File: src/design/bdsc_pkg.sv
// ----------------------------------------------------------------------------
// Bilinear downscaler package
// Types and constants that the front, the job queue and the back share.
// ----------------------------------------------------------------------------
package bdsc_pkg;

   localparam int REG_W    = 20;
   localparam int DIM_W    = 12;
   localparam int COORD_W  = 11;
   localparam int PIX_W    = 8;
   localparam int FRAC_MAX = 16;
   localparam int IDX_W    = 3;

   localparam logic [IDX_W-1:0] REG_SRC_WIDTH  = 3'd0;
   localparam logic [IDX_W-1:0] REG_SRC_HEIGHT = 3'd1;
   localparam logic [IDX_W-1:0] REG_DST_WIDTH  = 3'd2;
   localparam logic [IDX_W-1:0] REG_DST_HEIGHT = 3'd3;
   localparam logic [IDX_W-1:0] REG_SCALE_X    = 3'd4;
   localparam logic [IDX_W-1:0] REG_SCALE_Y    = 3'd5;

   localparam logic [DIM_W-1:0] RST_SRC_WIDTH  = 12'd2048;
   localparam logic [DIM_W-1:0] RST_SRC_HEIGHT = 12'd2048;
   localparam logic [DIM_W-1:0] RST_DST_WIDTH  = 12'd1024;
   localparam logic [DIM_W-1:0] RST_DST_HEIGHT = 12'd1024;
   localparam logic [REG_W-1:0] RST_SCALE      = 20'd65536;

   localparam logic [PIX_W-1:0] PIX_MAX = 8'd255;

   typedef enum logic {
      JOB_COPY  = 1'b0,
      JOB_BLEND = 1'b1
   } job_kind_type;

   typedef struct packed {
      job_kind_type         kind;
      logic [FRAC_MAX-1:0]  fu;
      logic [FRAC_MAX-1:0]  fv;
      logic [PIX_W-1:0]     a;
      logic [PIX_W-1:0]     b;
      logic [PIX_W-1:0]     c;
      logic [PIX_W-1:0]     d;
      logic [COORD_W-1:0]   col;
      logic [COORD_W-1:0]   row;
      logic                 last;
   } job_type;

endpackage

File: src/design/bdsc_fifo.sv
// ----------------------------------------------------------------------------
// Bilinear downscaler job queue
// Short first-in first-out queue of result jobs between front and back.
// ----------------------------------------------------------------------------
module bdsc_fifo (
   input  logic              clock,
   input  logic              reset,
   input  logic              wr_valid,
   output logic              wr_ready,
   input  bdsc_pkg::job_type wr_job,
   output logic              rd_valid,
   input  logic              rd_ready,
   output bdsc_pkg::job_type rd_job
);
   import bdsc_pkg::*;

   job_type     slots_ff [4];
   logic [1:0]  wr_ptr_ff, rd_ptr_ff;
   logic [2:0]  count_ff;
   logic        push, pop;

   assign wr_ready = (count_ff != 3'd4);
   assign rd_valid = (count_ff != 3'd0);
   assign rd_job   = slots_ff[rd_ptr_ff];
   assign push     = wr_valid && wr_ready;
   assign pop      = rd_valid && rd_ready;

   always_ff @(posedge clock) begin
      if (push) begin
         slots_ff[wr_ptr_ff] <= wr_job;
      end
   end

   always_ff @(posedge clock) begin
      if (reset) begin
         wr_ptr_ff <= '0;
         rd_ptr_ff <= '0;
         count_ff  <= '0;
      end else begin
         if (push) begin
            wr_ptr_ff <= wr_ptr_ff + 2'd1;
         end
         if (pop) begin
            rd_ptr_ff <= rd_ptr_ff + 2'd1;
         end
         count_ff <= count_ff + 3'(push) - 3'(pop);
      end
   end

endmodule

File: config.mk
export PLATFORM = sky130hd
export DESIGN_NAME = bdsc_fifo
export DESIGN_NICKNAME = d
export VERILOG_FILES = /design/src/design/bdsc_pkg.sv /design/src/design/bdsc_fifo.sv
export SDC_FILE = /design/constraint.sdc
export NUM_CORES = 1
export LEC_CHECK = 0
export BUFFER_PORTS_ARGS = -buffer_cell sky130_fd_sc_hd__buf_2
export CAP_MARGIN = 15
export CELL_PAD_IN_SITES_DETAIL_PLACEMENT = 0
export CELL_PAD_IN_SITES_GLOBAL_PLACEMENT = 2
export CORE_MARGIN = 1.5
export CORE_UTILIZATION = 50
export CTS_BUF_LIST = sky130_fd_sc_hd__clkbuf_2 sky130_fd_sc_hd__clkbuf_4 sky130_fd_sc_hd__clkbuf_8
export CTS_CLUSTER_SIZE = 20
export DETAILED_ROUTE_END_ITERATION = 7
export PLACE_DENSITY = 0.95
export RECOVER_POWER = 50
export SETUP_SLACK_MARGIN = 0.5
export SYNTH_ARGS = -nofsm -noshare
export SYNTH_HDL_FRONTEND = slang
export SYNTH_SLANG_ARGS = --single-unit
File: constraint.sdc
create_clock -name clock -period 9.5 [get_ports clock]
set_clock_uncertainty 0.15 [all_clocks]
set_input_delay 1.9 -clock clock [delete_from_list [all_inputs] [get_ports clock]]
set_output_delay 1.9 -clock clock [all_outputs]
set_load 0.02 [all_outputs]
* Word level (Yosys, flattened, before mapping)
Memory sizes are Yosys's and may differ from the RTL's. A register that Yosys moved wholly into a read port is not among the register bits.
Index checks and enable logic that the tools add are counted.
** Storage, ports and cells
- Output and inout port bits :: 90
- Memory bits (writable) :: 352
- Input port bits :: 92
- Memories :: 1
- Flip-flop bits (word level) :: 7
- Logic and storage cells :: 16
** Cells by class
- Reduce and logical (&&, ||, !) cells :: 3
- Eq/ne operators :: 1
- Add/sub/neg operators :: 4
- Mux-type cells :: 4
** Memory list
- slots_ff :: words 4, bits a word 88, read ports 1, clocked after Yosys merged registers in 1, write ports 1, RTL line bdsc_fifo.sv:17 : job_type slots_ff [4];
** Operators by type and width (number)
- adder 2 x 1 -> 2 bit, second input constant :: 2
- 2-to-1 mux 2 bit :: 2
- adder 3 x 1 -> 3 bit :: 1
- inequality test 3 bit, second input constant :: 1
- nonzero test 3 bit :: 1
- subtractor 3 x 1 -> 3 bit :: 1
- logical AND 1 bit :: 2
- 2-to-1 mux 1 bit :: 2

* Logic depth before layout (Yosys ltp)
- Depth after elaboration :: 4
- Gate-level depth with buffers :: 11
- Depth with buffers taken out :: 11

* Worst setup path before layout
Ideal clock, no wire load.
- Path type :: input-to-reg
- From :: in wr_valid
- To :: mem slots_ff[0][0] (netlist bit), enable pin
- Slack :: 4.538 ns
- Data required time :: 8.894 ns
- Stages on the path :: 2
- Arrival time :: 4.356 ns
- Path buffers :: 0
- Path through :: a21boi_1 > and2_1
** On the way
- Word-level cells in the longest chain between the ends :: 3
** RTL lines
- start: declaration :: RTL line bdsc_fifo.sv:8 : input logic wr_valid,
- logical AND 1 bit :: RTL line bdsc_fifo.sv:25 : assign push = wr_valid && wr_ready;
- 2-to-1 mux 1 bit :: RTL line bdsc_fifo.sv:29 : if (push) begin
- 2-to-1 mux 1 bit (implied by the code) :: RTL line bdsc_fifo.sv:30 : slots_ff[wr_ptr_ff] <= wr_job;
- end: declaration :: RTL line bdsc_fifo.sv:17
No other way between the ends.

* Final worst setup path
- From :: in wr_valid
- To :: mem slots_ff[2][22] (netlist bit), enable pin
The elaborated chain is that of the path after synthesis.

==> summary.md <==
| Metric | Value |
|---|---|
| Effective utilization at floorplan | `50.8%` |
| Width of the die | `about 170 um` |
| Synthesized Nets | `around 610` |
| Count of nets after finishing | `830` |
| Share of layout cells above drive strength 1 | `35.7%` |
| Count of unique library cells instantiated by Yosys | `25` |
| Synth Area per Inst | `25.8 sq um` |
| Mapped cell area | `13200 sq um` |
| Initial DRT Pass Iterations | `4` |
| Number of setup buffers added after CTS | `0` |
| Min-delay worst type | `flop to flop` |
| Post-CTS Resized | `0` |
| Fin crit period | `5800 ps` |
| Top-level port count | `182` |
| Max-cap violation count | `2` |
| Avg WL per Cell | `21.3 um` |
| Number of buffers between clock root and the deepest sink | `3` |
| Clock slew at the register clock pins of the worst setup and hold paths | `about 50 ps` |
| Count of port buffers added during placement | `181` |
| Final worst setup slack | `3700 ps` |
| All-Layer GR Usage | `17.7%` |
| Number of cells on the worst hold path | `2` |
| Part of the Yosys area used for sequential elements | `81.7%` |
| Peak supply drop | `0.201 mV` |
| Maximum number of pins on one net before global-route repair | `53` |
| Source-to-sink clock delay at the later pin of the worst-skew pair | `550 ps` |
| Floorplan core area | `25900 sq um` |
| Number of cell rows | `a little under 60` |
| Detailed Place HPWL | `roughly 14000 um` |
| Cell count after placement | `1010` |
| Via count of the first global-routing pass | `6484` |
| Hold path start | `rd_ptr_ff[1]` |
| Final core area utilization | `slightly below 60%` |
| Die span in y | `between 150 and 200 um` |
| Start of the worst register-to-register path | `count_ff[1]` |
| Root buffer cell | `sky130_fd_sc_hd__clkbuf_8` |
| Number of sinks driven by the clock tree | `361` |
| Outcome | `complete, but fails checks` |
| Final Total Pwr | `4.28 mW` |
| Power density over cell area | `279 nW/um^2` |
| Area enclosed by the die boundary | `27300 sq um` |
| DRC violations left | `0` |
| Yosys reg bits | `361` |
| Layout Cell Area excl Fill | `15400 sq um` |
| Data arrival at the endpoint of the critical path | `5810 ps` |
| Antenna-violating nets left | `0` |
| Ratio of final minimum period to clock period | `61.0%` |
| Most common cell after layout, fill and taps aside | `sky130_fd_sc_hd__edfxtp_1` |
| Total setup violations reported at the end of the flow | `0` |
| Highest-count cells in the layout ignoring fill and taps | `sky130_fd_sc_hd__edfxtp_1, sky130_fd_sc_hd__buf_2, sky130_fd_sc_hd__clkbuf_1` |
| Peak clock frequency supported by timing | `173 MHz` |
| Total Negative Setup Slacks | `0 ps` |
| Post-Synthesis Cells | `~500` |
| H-tree depth | `2` |
| Placer Congestion | `approximately 0.74` |
| Total congestion overflow | `0` |
| Smallest hold slack | `about 380 ps` |
| Hold violation count in the final report | `0` |
| Slew at the pin with the worst max-slew slack | `2870 ps` |
| Endpoint of the worst-slack reg-to-reg timing path | `slots_ff[2][22]` |
| Worst reg2reg setup slack | `about 4600 ps` |
| Via-to-Cell Ratio | `5.34` |
| Required time of the critical path | `around 9500 ps` |
| Diodes inserted | `0` |
| Slew margin rel. | `-91.6%` |
| First-pass GRT wire length | `between 30000 and 40000 um` |
| Area Overhead vs Synth | `16.8%` |
| R2r worst-path depth | `4` |
| Sum of routed wire length over all layers | `~24000 um` |
| Leakage | `a little under 5 nW` |
| Element type at the critical path end | `flop` |
| End of the worst hold path | `rd_ptr_ff[1]` |
| Failing checks | `max-capacitance violations, max-slew violations` |
| Placed cell areas | `between 10000 and 15000 sq um` |
| Violation count after the first detailed-routing iteration | `between 400 and 500` |
| Classification of the worst setup path | `input pin to flop` |
| Vias after detailed routing | `between 5000 and 6000` |
| Clock tree from TritonCTS | `built` |
| Number of CTS-inserted buffers | `54` |
| Yosys synthesis warning count | `0` |
| Type of origin of the critical path | `input pin` |
| Final instance count without filler cells | `1111` |
| Slew Viols, Final | `77` |
| # hold bufs at CTS | `0` |
| Fill cell instance count of the final layout | `1844` |
| Peak fanout along the critical path | `51` |
| Setup repair after global routing missed its margin | `false` |
| Antenna violations before repair | `3` |
| Pre-CTS setup slack | `4690 ps` |
## power breakdown
| part | total (mW) | internal, mW | switching [mW] |
|---|---|---|---|
| combinational | 1.02 | 0.430 | 0.592 |
| clock | 1.21 | 0.665 | 0.540 |
| sequential | 2.06 | 1.96 | 0.0996 |
| total | 4.28 | 3.05 | 1.23 |
## how the worst max path moves through the flow
stage | startpoint | end | slack [ps]
after floorplan | wr_valid | slots_ff[0][0] | 4540
after detailed placement | flop | rd_job[4] | 4690
after CTS | flop | rd_job[4] | 4080
final | wr_valid | slots_ff[2][22] | 3700
after global routing | wr_valid | slots_ff[2][22] | 3310
after global placement | flop | rd_job[10] | 4720
## state kept, by name, summed over array words and instances (netlist names), named ones only
name	count
slots_ff	352
wr_ptr_ff	2
count_ff	3
rd_ptr_ff	2
## cell families after synthesis
kind of cell	count (synthesis)	synth area share [%]
mux	90	15.2
fa+ha+maj	7	0.723
buf+inv	26	1.19
compound gates	3	0.190
xor+xnor	3	0.200
flops	361	81.7
simple gates	19	0.723
## per-layer routing
layer / wire (um) / share of wire [%] / up-vias / global-route usage, %
met4: 347 / 1.5 / 6 / 4.83
met3: 1940 / 8.2 / 39 / 5.62
li1: - / - / 2630 / -
met2: 11900 / 50 / 226 / 29.3
met5: 41 / 0.17 / - / 0
met1: 9400 / 40 / 3030 / 22.9
## synthesized netlist by cell type
library cell | number | area share, %
sky130_fd_sc_hd__clkbuf_1 | 7 | 0.20
sky130_fd_sc_hd__o311ai_0 | 1 | 0.067
sky130_fd_sc_hd__mux2_2 | 1 | 0.086
sky130_fd_sc_hd__mux2i_1 | 1 | 0.076
sky130_fd_sc_hd__nor2_1 | 8 | 0.23
sky130_fd_sc_hd__buf_12 | 1 | 0.15
sky130_fd_sc_hd__buf_2 | 10 | 0.38
sky130_fd_sc_hd__o31a_1 | 1 | 0.067
sky130_fd_sc_hd__or3_1 | 1 | 0.048
sky130_fd_sc_hd__buf_6 | 1 | 0.086
sky130_fd_sc_hd__xnor2_1 | 1 | 0.067
sky130_fd_sc_hd__buf_8 | 2 | 0.23
sky130_fd_sc_hd__and2_1 | 5 | 0.24
sky130_fd_sc_hd__ha_1 | 6 | 0.57
sky130_fd_sc_hd__inv_1 | 5 | 0.14
sky130_fd_sc_hd__mux4_2 | 88 | 15
sky130_fd_sc_hd__fa_1 | 1 | 0.15
sky130_fd_sc_hd__nand2b_1 | 2 | 0.095
sky130_fd_sc_hd__nand2_1 | 1 | 0.029
sky130_fd_sc_hd__nor2b_1 | 1 | 0.048
sky130_fd_sc_hd__nor3_1 | 1 | 0.038
sky130_fd_sc_hd__a21boi_1 | 1 | 0.057
sky130_fd_sc_hd__edfxtp_1 | 352 | 80
sky130_fd_sc_hd__xor2_1 | 2 | 0.13
sky130_fd_sc_hd__dfxtp_1 | 9 | 1.4
## worst max-delay path, cell delays in order
cell	delay, ps
sky130_fd_sc_hd__buf_2	80
sky130_fd_sc_hd__a21boi_0	700
sky130_fd_sc_hd__and2_0	2190
sky130_fd_sc_hd__buf_4	900
## area by class of cell
class | count | area [sq um] | area share, %
Multi-Input combinational cell | 122 | 2250 | 14.7
Clock inverter | 22 | 128 | 0.831
Sequential cell | 361 | 10800 | 70.1
Timing Repair Buffer | 187 | 840 | 5.47
Clock buffer | 79 | 943 | 6.14
Tap cell | 335 | 419 | 2.73
Inverter | 5 | 18.8 | 0.122
Power figures use the tool's default switching activity.
