$ cat config.mk
export PLATFORM = sky130hd
export DESIGN_NAME = bdsc_back
export DESIGN_NICKNAME = d
export VERILOG_FILES = /design/src/design/bdsc_pkg.sv /design/src/design/bdsc_back.sv
export SDC_FILE = /design/constraint.sdc
export NUM_CORES = 1
export LEC_CHECK = 0
export ABC_CLOCK_PERIOD_IN_PS = 8750
export BUFFER_PORTS_ARGS = -buffer_cell sky130_fd_sc_hd__buf_2
export CORE_MARGIN = 2
export CORE_UTILIZATION = 52
export DETAILED_ROUTE_END_ITERATION = 8
export GPL_TIMING_DRIVEN = 0
export PLACE_DENSITY = 0.7
export SYNTH_ARGS = -nofsm -noshare
export SYNTH_HDL_FRONTEND = slang
export SYNTH_SLANG_ARGS = --single-unit
$ cat constraint.sdc
create_clock -name clock -period 8.75 [get_ports clock]
set_clock_uncertainty 0.05 [all_clocks]
set_input_delay 0.875 -clock clock [delete_from_list [all_inputs] [get_ports clock]]
set_output_delay 0.875 -clock clock [all_outputs]
set_load 0.1 [all_outputs]
$ cat src/design/bdsc_pkg.sv
// ----------------------------------------------------------------------------
// Bilinear downscaler package
// Types and constants that the front, the job queue and the back share.
// ----------------------------------------------------------------------------
package bdsc_pkg;

   localparam int REG_W    = 20;
   localparam int DIM_W    = 12;
   localparam int COORD_W  = 11;
   localparam int PIX_W    = 8;
   localparam int FRAC_MAX = 16;
   localparam int IDX_W    = 3;

   localparam logic [IDX_W-1:0] REG_SRC_WIDTH  = 3'd0;
   localparam logic [IDX_W-1:0] REG_SRC_HEIGHT = 3'd1;
   localparam logic [IDX_W-1:0] REG_DST_WIDTH  = 3'd2;
   localparam logic [IDX_W-1:0] REG_DST_HEIGHT = 3'd3;
   localparam logic [IDX_W-1:0] REG_SCALE_X    = 3'd4;
   localparam logic [IDX_W-1:0] REG_SCALE_Y    = 3'd5;

   localparam logic [DIM_W-1:0] RST_SRC_WIDTH  = 12'd2048;
   localparam logic [DIM_W-1:0] RST_SRC_HEIGHT = 12'd2048;
   localparam logic [DIM_W-1:0] RST_DST_WIDTH  = 12'd1024;
   localparam logic [DIM_W-1:0] RST_DST_HEIGHT = 12'd1024;
   localparam logic [REG_W-1:0] RST_SCALE      = 20'd65536;

   localparam logic [PIX_W-1:0] PIX_MAX = 8'd255;

   typedef enum logic {
      JOB_COPY  = 1'b0,
      JOB_BLEND = 1'b1
   } job_kind_type;

   typedef struct packed {
      job_kind_type         kind;
      logic [FRAC_MAX-1:0]  fu;
      logic [FRAC_MAX-1:0]  fv;
      logic [PIX_W-1:0]     a;
      logic [PIX_W-1:0]     b;
      logic [PIX_W-1:0]     c;
      logic [PIX_W-1:0]     d;
      logic [COORD_W-1:0]   col;
      logic [COORD_W-1:0]   row;
      logic                 last;
   } job_type;

endpackage

$ cat src/design/bdsc_back.sv
// ----------------------------------------------------------------------------
// Bilinear downscaler back
// Takes jobs from the queue, forms the weighted blend with one shared
// multiplier pair, and holds each result in the output register.
// ----------------------------------------------------------------------------
module bdsc_back #(
   parameter int FRAC_BITS = 15
) (
   input  logic              clock,
   input  logic              reset,
   input  logic              job_valid,
   output logic              job_pop,
   input  bdsc_pkg::job_type job,
   output logic              rsp_tvalid,
   input  logic              rsp_tready,
   output logic [31:0]       rsp_tdata,
   output logic              rsp_tlast
);
   import bdsc_pkg::*;

   localparam int W_W   = 2 * FRAC_BITS;
   localparam int ACC_W = 2 * FRAC_BITS + 10;
   localparam logic [FRAC_BITS-1:0] FRAC_ONES = '1;
   localparam logic [ACC_W-1:0]     ROUND     = ACC_W'(1) << (W_W - 1);

   typedef enum logic [2:0] {
      B_IDLE = 3'b001,
      B_MUL  = 3'b010,
      B_OUT  = 3'b100
   } state_type;

   state_type         state_ff;
   job_type           job_ff;
   logic [2:0]        step_ff;
   logic [W_W-1:0]    w_ff;
   logic [ACC_W-1:0]  acc_ff;
   logic              tvalid_ff, tlast_ff;
   logic [31:0]       tdata_ff;

   logic [FRAC_BITS-1:0] fu, fv, wa, wb;
   logic [PIX_W-1:0]     p_sel, res_pix;
   logic [9:0]           acc_top;
   logic                 load;

   always_comb begin
      fu = job_ff.fu[FRAC_BITS-1:0];
      fv = job_ff.fv[FRAC_BITS-1:0];
      case (step_ff)
         3'd0: begin
            wa = FRAC_ONES - fu;
            wb = FRAC_ONES - fv;
         end
         3'd1: begin
            wa = fu;
            wb = FRAC_ONES - fv;
         end
         3'd2: begin
            wa = FRAC_ONES - fu;
            wb = fv;
         end
         default: begin
            wa = fu;
            wb = fv;
         end
      endcase
      case (step_ff)
         3'd1:    p_sel = job_ff.a;
         3'd2:    p_sel = job_ff.b;
         3'd3:    p_sel = job_ff.c;
         default: p_sel = job_ff.d;
      endcase
      acc_top = acc_ff[ACC_W-1:W_W];
      if (job_ff.kind == JOB_COPY) begin
         res_pix = job_ff.a;
      end else if (acc_top > 10'(PIX_MAX)) begin
         res_pix = PIX_MAX;
      end else begin
         res_pix = acc_top[PIX_W-1:0];
      end
   end

   assign job_pop    = (state_ff == B_IDLE) && job_valid;
   assign load       = (state_ff == B_OUT) && (!tvalid_ff || rsp_tready);
   assign rsp_tvalid = tvalid_ff;
   assign rsp_tdata  = tdata_ff;
   assign rsp_tlast  = tlast_ff;

   always_ff @(posedge clock) begin
      if (job_pop) begin
         job_ff <= job;
         acc_ff <= ROUND;
      end
      if (state_ff == B_MUL) begin
         if (step_ff != 3'd4) begin
            w_ff <= W_W'(wa) * W_W'(wb);
         end
         if (step_ff != 3'd0) begin
            acc_ff <= acc_ff + ACC_W'(w_ff) * ACC_W'(p_sel);
         end
      end
      if (load) begin
         tdata_ff <= {2'b00, job_ff.row, job_ff.col, res_pix};
         tlast_ff <= job_ff.last;
      end
   end

   always_ff @(posedge clock) begin
      if (reset) begin
         state_ff  <= B_IDLE;
         step_ff   <= '0;
         tvalid_ff <= 1'b0;
      end else begin
         if (load) begin
            tvalid_ff <= 1'b1;
         end else if (rsp_tready) begin
            tvalid_ff <= 1'b0;
         end
         case (state_ff)
            B_IDLE: begin
               step_ff <= '0;
               if (job_valid) begin
                  state_ff <= (job.kind == JOB_BLEND) ? B_MUL : B_OUT;
               end
            end
            B_MUL: begin
               if (step_ff == 3'd4) begin
                  state_ff <= B_OUT;
               end else begin
                  step_ff <= step_ff + 3'd1;
               end
            end
            B_OUT: begin
               if (load) begin
                  state_ff <= B_IDLE;
               end
            end
            default: begin
               state_ff <= B_IDLE;
            end
         endcase
      end
   end

endmodule

* Yosys cells after proc, flatten, opt, wreduce, memory -nomap -nowiden
Cells that the tools add are included.
** Cells by class
- Muxes and demuxes :: 17
- Equal/unequal tests :: 12
- Reductions and logical operators :: 13
- $mul :: 2
- Add/subtract/negate cells :: 4
- $lt $le $gt $ge :: 1
** Operator list (number)
- $mux 40 :: 3
- $add 40x38->40 :: 1
- $mul 30x8->38 :: 1
- $mul 15x15->30 :: 1
- $mux 15 :: 2
- $sub 15x15->15 const A :: 2
- $pmux 8 s3 :: 1
- $mux 8 :: 2
- $mux 3 :: 5
- $gt 10x8->1 const B :: 1
- $eq 3x2->1 const B :: 3
- $pmux 3 s3 :: 1
- $eq 3x1->1 const B :: 2
- $eq 3x3->1 const B :: 2
- $ne 2x2->1 const B :: 3
- $pmux 3 s2 :: 1
- $reduce_and 2->1 :: 2
- $reduce_bool 2->1 :: 2
- $reduce_or 2->1 :: 2
- $add 3x1->3 const B :: 1
- $logic_not 3->1 :: 1
- $ne 3x3->1 const B :: 1
- $reduce_and 3->1 :: 1
- $reduce_bool 3->1 :: 1
- other kinds (5) :: 7
** Word-level totals
- Output and inout port bits :: 35
- Register bits after elaboration :: 194

* Longest topological paths before layout
- Word-level depth :: 6
- Depth in mapped cells :: 32
- Mapped depth without buffers :: 29

* Worst setup path before layout
No wires, ideal clock.
- Path kind :: reg2reg
- Start point :: reg step_ff[0]
- End point :: reg w_ff[29] (data pin)
- Clock period less this slack :: 7.832 ns
- Cell stages (with the launch flop) :: 30
- Path slack :: 0.918 ns
- Setup time :: 0.260 ns
- Path buffers :: 2
- Arrival time :: 7.522 ns
- Path through :: dfxtp_1 > inv_1 > ha_1 > o21ai_1 > buf_1 > buf_1 > xor2_1 > nor2_1 > fa_1 > inv_1 > fa_1 > inv_1 > fa_1 > fa_1 > fa_1 > inv_1 > fa_1 > inv_1 > ha_1 > a21o_1 > a21o_1 > a21o_1 > a21oi_1 > o21ai_1 > a21oi_1 > o31ai_1 > a21o_1 > or4_1 > a31oi_1 > xnor2_1
** Between the ends
- Word-level cells in the longest chain between the ends :: 4
- Elaborated cells on any way between the ends :: 8
- Those cells by class :: mul (1); eq/ne (2); mux (2); reduce/logical (3)
** RTL lines
- from (decl) :: RTL line bdsc_back.sv:34 : logic [2:0] step_ff;
- from (signal assigned) :: RTL line bdsc_back.sv:129 : step_ff <= step_ff + 3'd1;
- $eq 3x2->1, or another cell as far along :: RTL line bdsc_back.sv:48 : case (step_ff)
- $reduce_or 2->1 (no source line)
- $mux 15
- $mul 15x15->30 (*) :: RTL line bdsc_back.sv:95 : w_ff <= W_W'(wa) * W_W'(wb);
- to (signal assigned) :: RTL line bdsc_back.sv:95
- to (decl) :: RTL line bdsc_back.sv:35 : logic [W_W-1:0] w_ff;
Every way passes the cells marked *; elsewhere a longest branch is shown, timed or not.
A chain may end at the register's enable or synchronous reset.

* Final worst setup path
Ends and elaborated chain as after synthesis.

==> flow_metrics.env <==
export IMPL_drtIter0Drc=1129
export IMPL_worst_pin_slew_ns=1.27
export IMPL_cts_tree="yes"
export IMPL_grt_pass1_vias=16600
export IMPL_cp_start_kind="flip-flop"
export IMPL_vias=15700
export IMPL_die_w_um=211
export IMPL_grtUsageTotal_pct=25.2
export IMPL_yosys_most_used_dff="edfxtp_1"
export IMPL_fin_crit_sh_pct=96.2
export IMPL_crit_arrival_ns=8.64
export IMPL_rows=75
export IMPL_hold_viol=0
export IMPL_firstDrtPassIters=7
export IMPL_netlist_instances=2247
export IMPL_clkSinkCount=194
export IMPL_fmax_ghz=0.119
export IMPL_final_antenna_net_count=0
export IMPL_fin_util_pct=58.2
export IMPL_grt_max_degree=55
export IMPL_ys_seq_elements=194
export IMPL_drv_slew=0
export IMPL_synth_area_leaders="fa_1, edfxtp_1, ha_1, inv_1, and2_1"
export IMPL_yosysWarnings=0
export IMPL_worst_path_largest_cell_delay_ns=0.56
export IMPL_synth_common_cells="inv_1, fa_1, nand2_1"
export IMPL_relSlewSlack_pct=14.8
export IMPL_cts_root_buf="clkbuf_16"
export IMPL_io_pins=127
export IMPL_wirelength_mm=52.5
export IMPL_cts_made_buffers=17
export IMPL_crit_end="w_ff[29]"
export IMPL_gp_congestion=0.909
export IMPL_critPathLaunch="step_ff[0]"
export IMPL_async_reset_ff_share_pct=0
export IMPL_synth_area_um2=22300
export IMPL_drive_gt1_share_pct=8.53
export IMPL_crit_slowest_cell="fa_1"
export IMPL_viasPerCell=5.33
export IMPL_syn_to_final_growth_pct=9.86
export IMPL_grt_setup_unrepaired="true"
export IMPL_holdCritPathClass="flip-flop to flip-flop"
export IMPL_drv_cap=0
export IMPL_synth_edf_count=147
export IMPL_antenna_found_initial=0
export IMPL_setup_tns_ns=0
export IMPL_yosysMostFrequentCell="inv_1"
export IMPL_r2r_setup_slack_ns=0.33
export IMPL_top_layer="met4"
export IMPL_yosysSeqAreaShare_pct=24.0
export IMPL_coreArea_um2=42100
export IMPL_path_common_cell="fa_1"
export IMPL_r2r_start="step_ff[0]"
export IMPL_overflow=0
export IMPL_dpl_cell_area_um2=23700
export IMPL_diodes=0
export IMPL_wl_met3_mm=3.21
export IMPL_htreeDepth=4
export IMPL_wl_met1_mm=21.9
export IMPL_ys_types=66
export IMPL_final_area_um2=24500
export IMPL_cp_max_fo=10
export IMPL_synth_top_cell_area_share_pct=33.3
export IMPL_dpl_hpwl_mm=43.0
export IMPL_clock_latency_ns=0.51
export IMPL_fin_nets=3015
export IMPL_drc_errors=0
export IMPL_dieArea_um2=44600
export IMPL_clockBufferDepth=2
export IMPL_critPathCaptureType="flip-flop"
export IMPL_min_from="job_ff[5]"
export IMPL_path_class="flip-flop to flip-flop"
export IMPL_met2_wirelength_mm=25.6
export IMPL_setup_violations=0
export IMPL_status="completed"
export IMPL_clk_pin_slew_worst_paths_ns=0.09
export IMPL_r2r_end="w_ff[29]"
export IMPL_start_util_pct=53.0
export IMPL_ff2ff_path_depth=29
export IMPL_post_route_min_period_ns=8.42
export IMPL_synth_area_leader_cell="fa_1"
export IMPL_port_buffers=122
export IMPL_grt_pass1_wl_mm=86.1
export IMPL_die_y_um=211
export IMPL_avgSynthCellArea_um2=9.94
export IMPL_wl_per_cell_um=17.8
export IMPL_final_fill_count=3576
export IMPL_cp_required_ns=8.97
==> final cells by class <==
cell class	instances	area [µm²]	share of cell area, %
buffer	59	256	1.05
clock buffer	17	425	1.73
clock inverter	15	245	1.00
inverter	456	1710	6.98
multi-input combinational	1539	15200	62.0
sequential	194	5360	21.8
tap	539	674	2.75
timing repair buffer	124	658	2.68
==> stage by stage <==
stage | worst slack, ns | hold WS [ns] | std cells
6_report | 0.333 | 0.373 | 2943
5_1_grt | -0.0771 | 0.381 | 2943
4_1_cts | 0.0163 | 0.374 | 2943
3_5_place_dp | -0.799 | 0.355 | 2911
3_3_place_gp | -0.613 | 0.350 | 2909
2_1_floorplan | 0.918 | 0.350 | 2248
==> worst min-delay path by stage <==
stage / end / cells past startpoint / slack [ns]
floorplan: rsp_tdata[10] / 0 / 0.35
global placement: rsp_tdata[29] / 0 / 0.35
detailed placement: rsp_tdata[28] / 0 / 0.35
CTS: rsp_tdata[23] / 0 / 0.37
global route: rsp_tdata[23] / 0 / 0.38
finish: rsp_tdata[23] / 0 / 0.37
==> what timing repair did <==
item | in CTS | in global routing
hold buffers | 0 | 0
setup buffers | 0 | 0
endpoints found under the setup margin | 9 | 10
gates resized for setup | 15 | 25
==> placed cells by master (no fill, tap or decap), types with 35 or more instances in the layout <==
master	n
a21oi_1	75
a21o_1	35
xnor2_1	61
nand2_1	251
buf_2	123
dfxtp_1	47
inv_1	456
and2_1	174
ha_1	161
xor2_1	37
edfxtp_1	147
fa_1	371
nor2_1	159
o21ai_0	50
clkbuf_1	44
==> routing by layer <==
layer  track usage (%)  up-vias
met1              32.8     7858
met5                 0        -
met4              8.91        0
met3              4.91      105
li1                  -     7231
met2              42.1      488
==> cell families (layout without fill, tap and decap cells) <==
group / after synthesis / count (layout) / share of synthesized area [%]
compound gates: 239 / 239 / 6.79
xor+xnor: 114 / 114 / 4.47
fa+ha+maj: 532 / 532 / 42.3
buf+inv: 515 / 671 / 8.72
flops: 194 / 194 / 24.0
mux: 3 / 3 / 0.134
other cells: 1 / 2 / 0.0168
simple gates: 649 / 649 / 13.6
==> worst max-delay path, delay by kind of cell (launching register included) <==
kind / cells / cell delay, ns
xor+xnor: 2 / 0.52
fa+ha+maj: 8 / 3.67
compound gates: 10 / 1.95
buf+inv: 7 / 1.01
flops: 1 / 0.39
simple gates: 2 / 0.54
==> state kept, by name (all words and copies together) (netlist names), 3 cells and up <==
signal	count
rsp_tdata	30
job_ff	56
w_ff	30
fu	15
acc_ff	40
fv	15
state_ff	3
step_ff	3
Power is left out: the tool's default activity adds up to more than one toggle a clock period on the data nets, which glitch-free logic cannot reach.
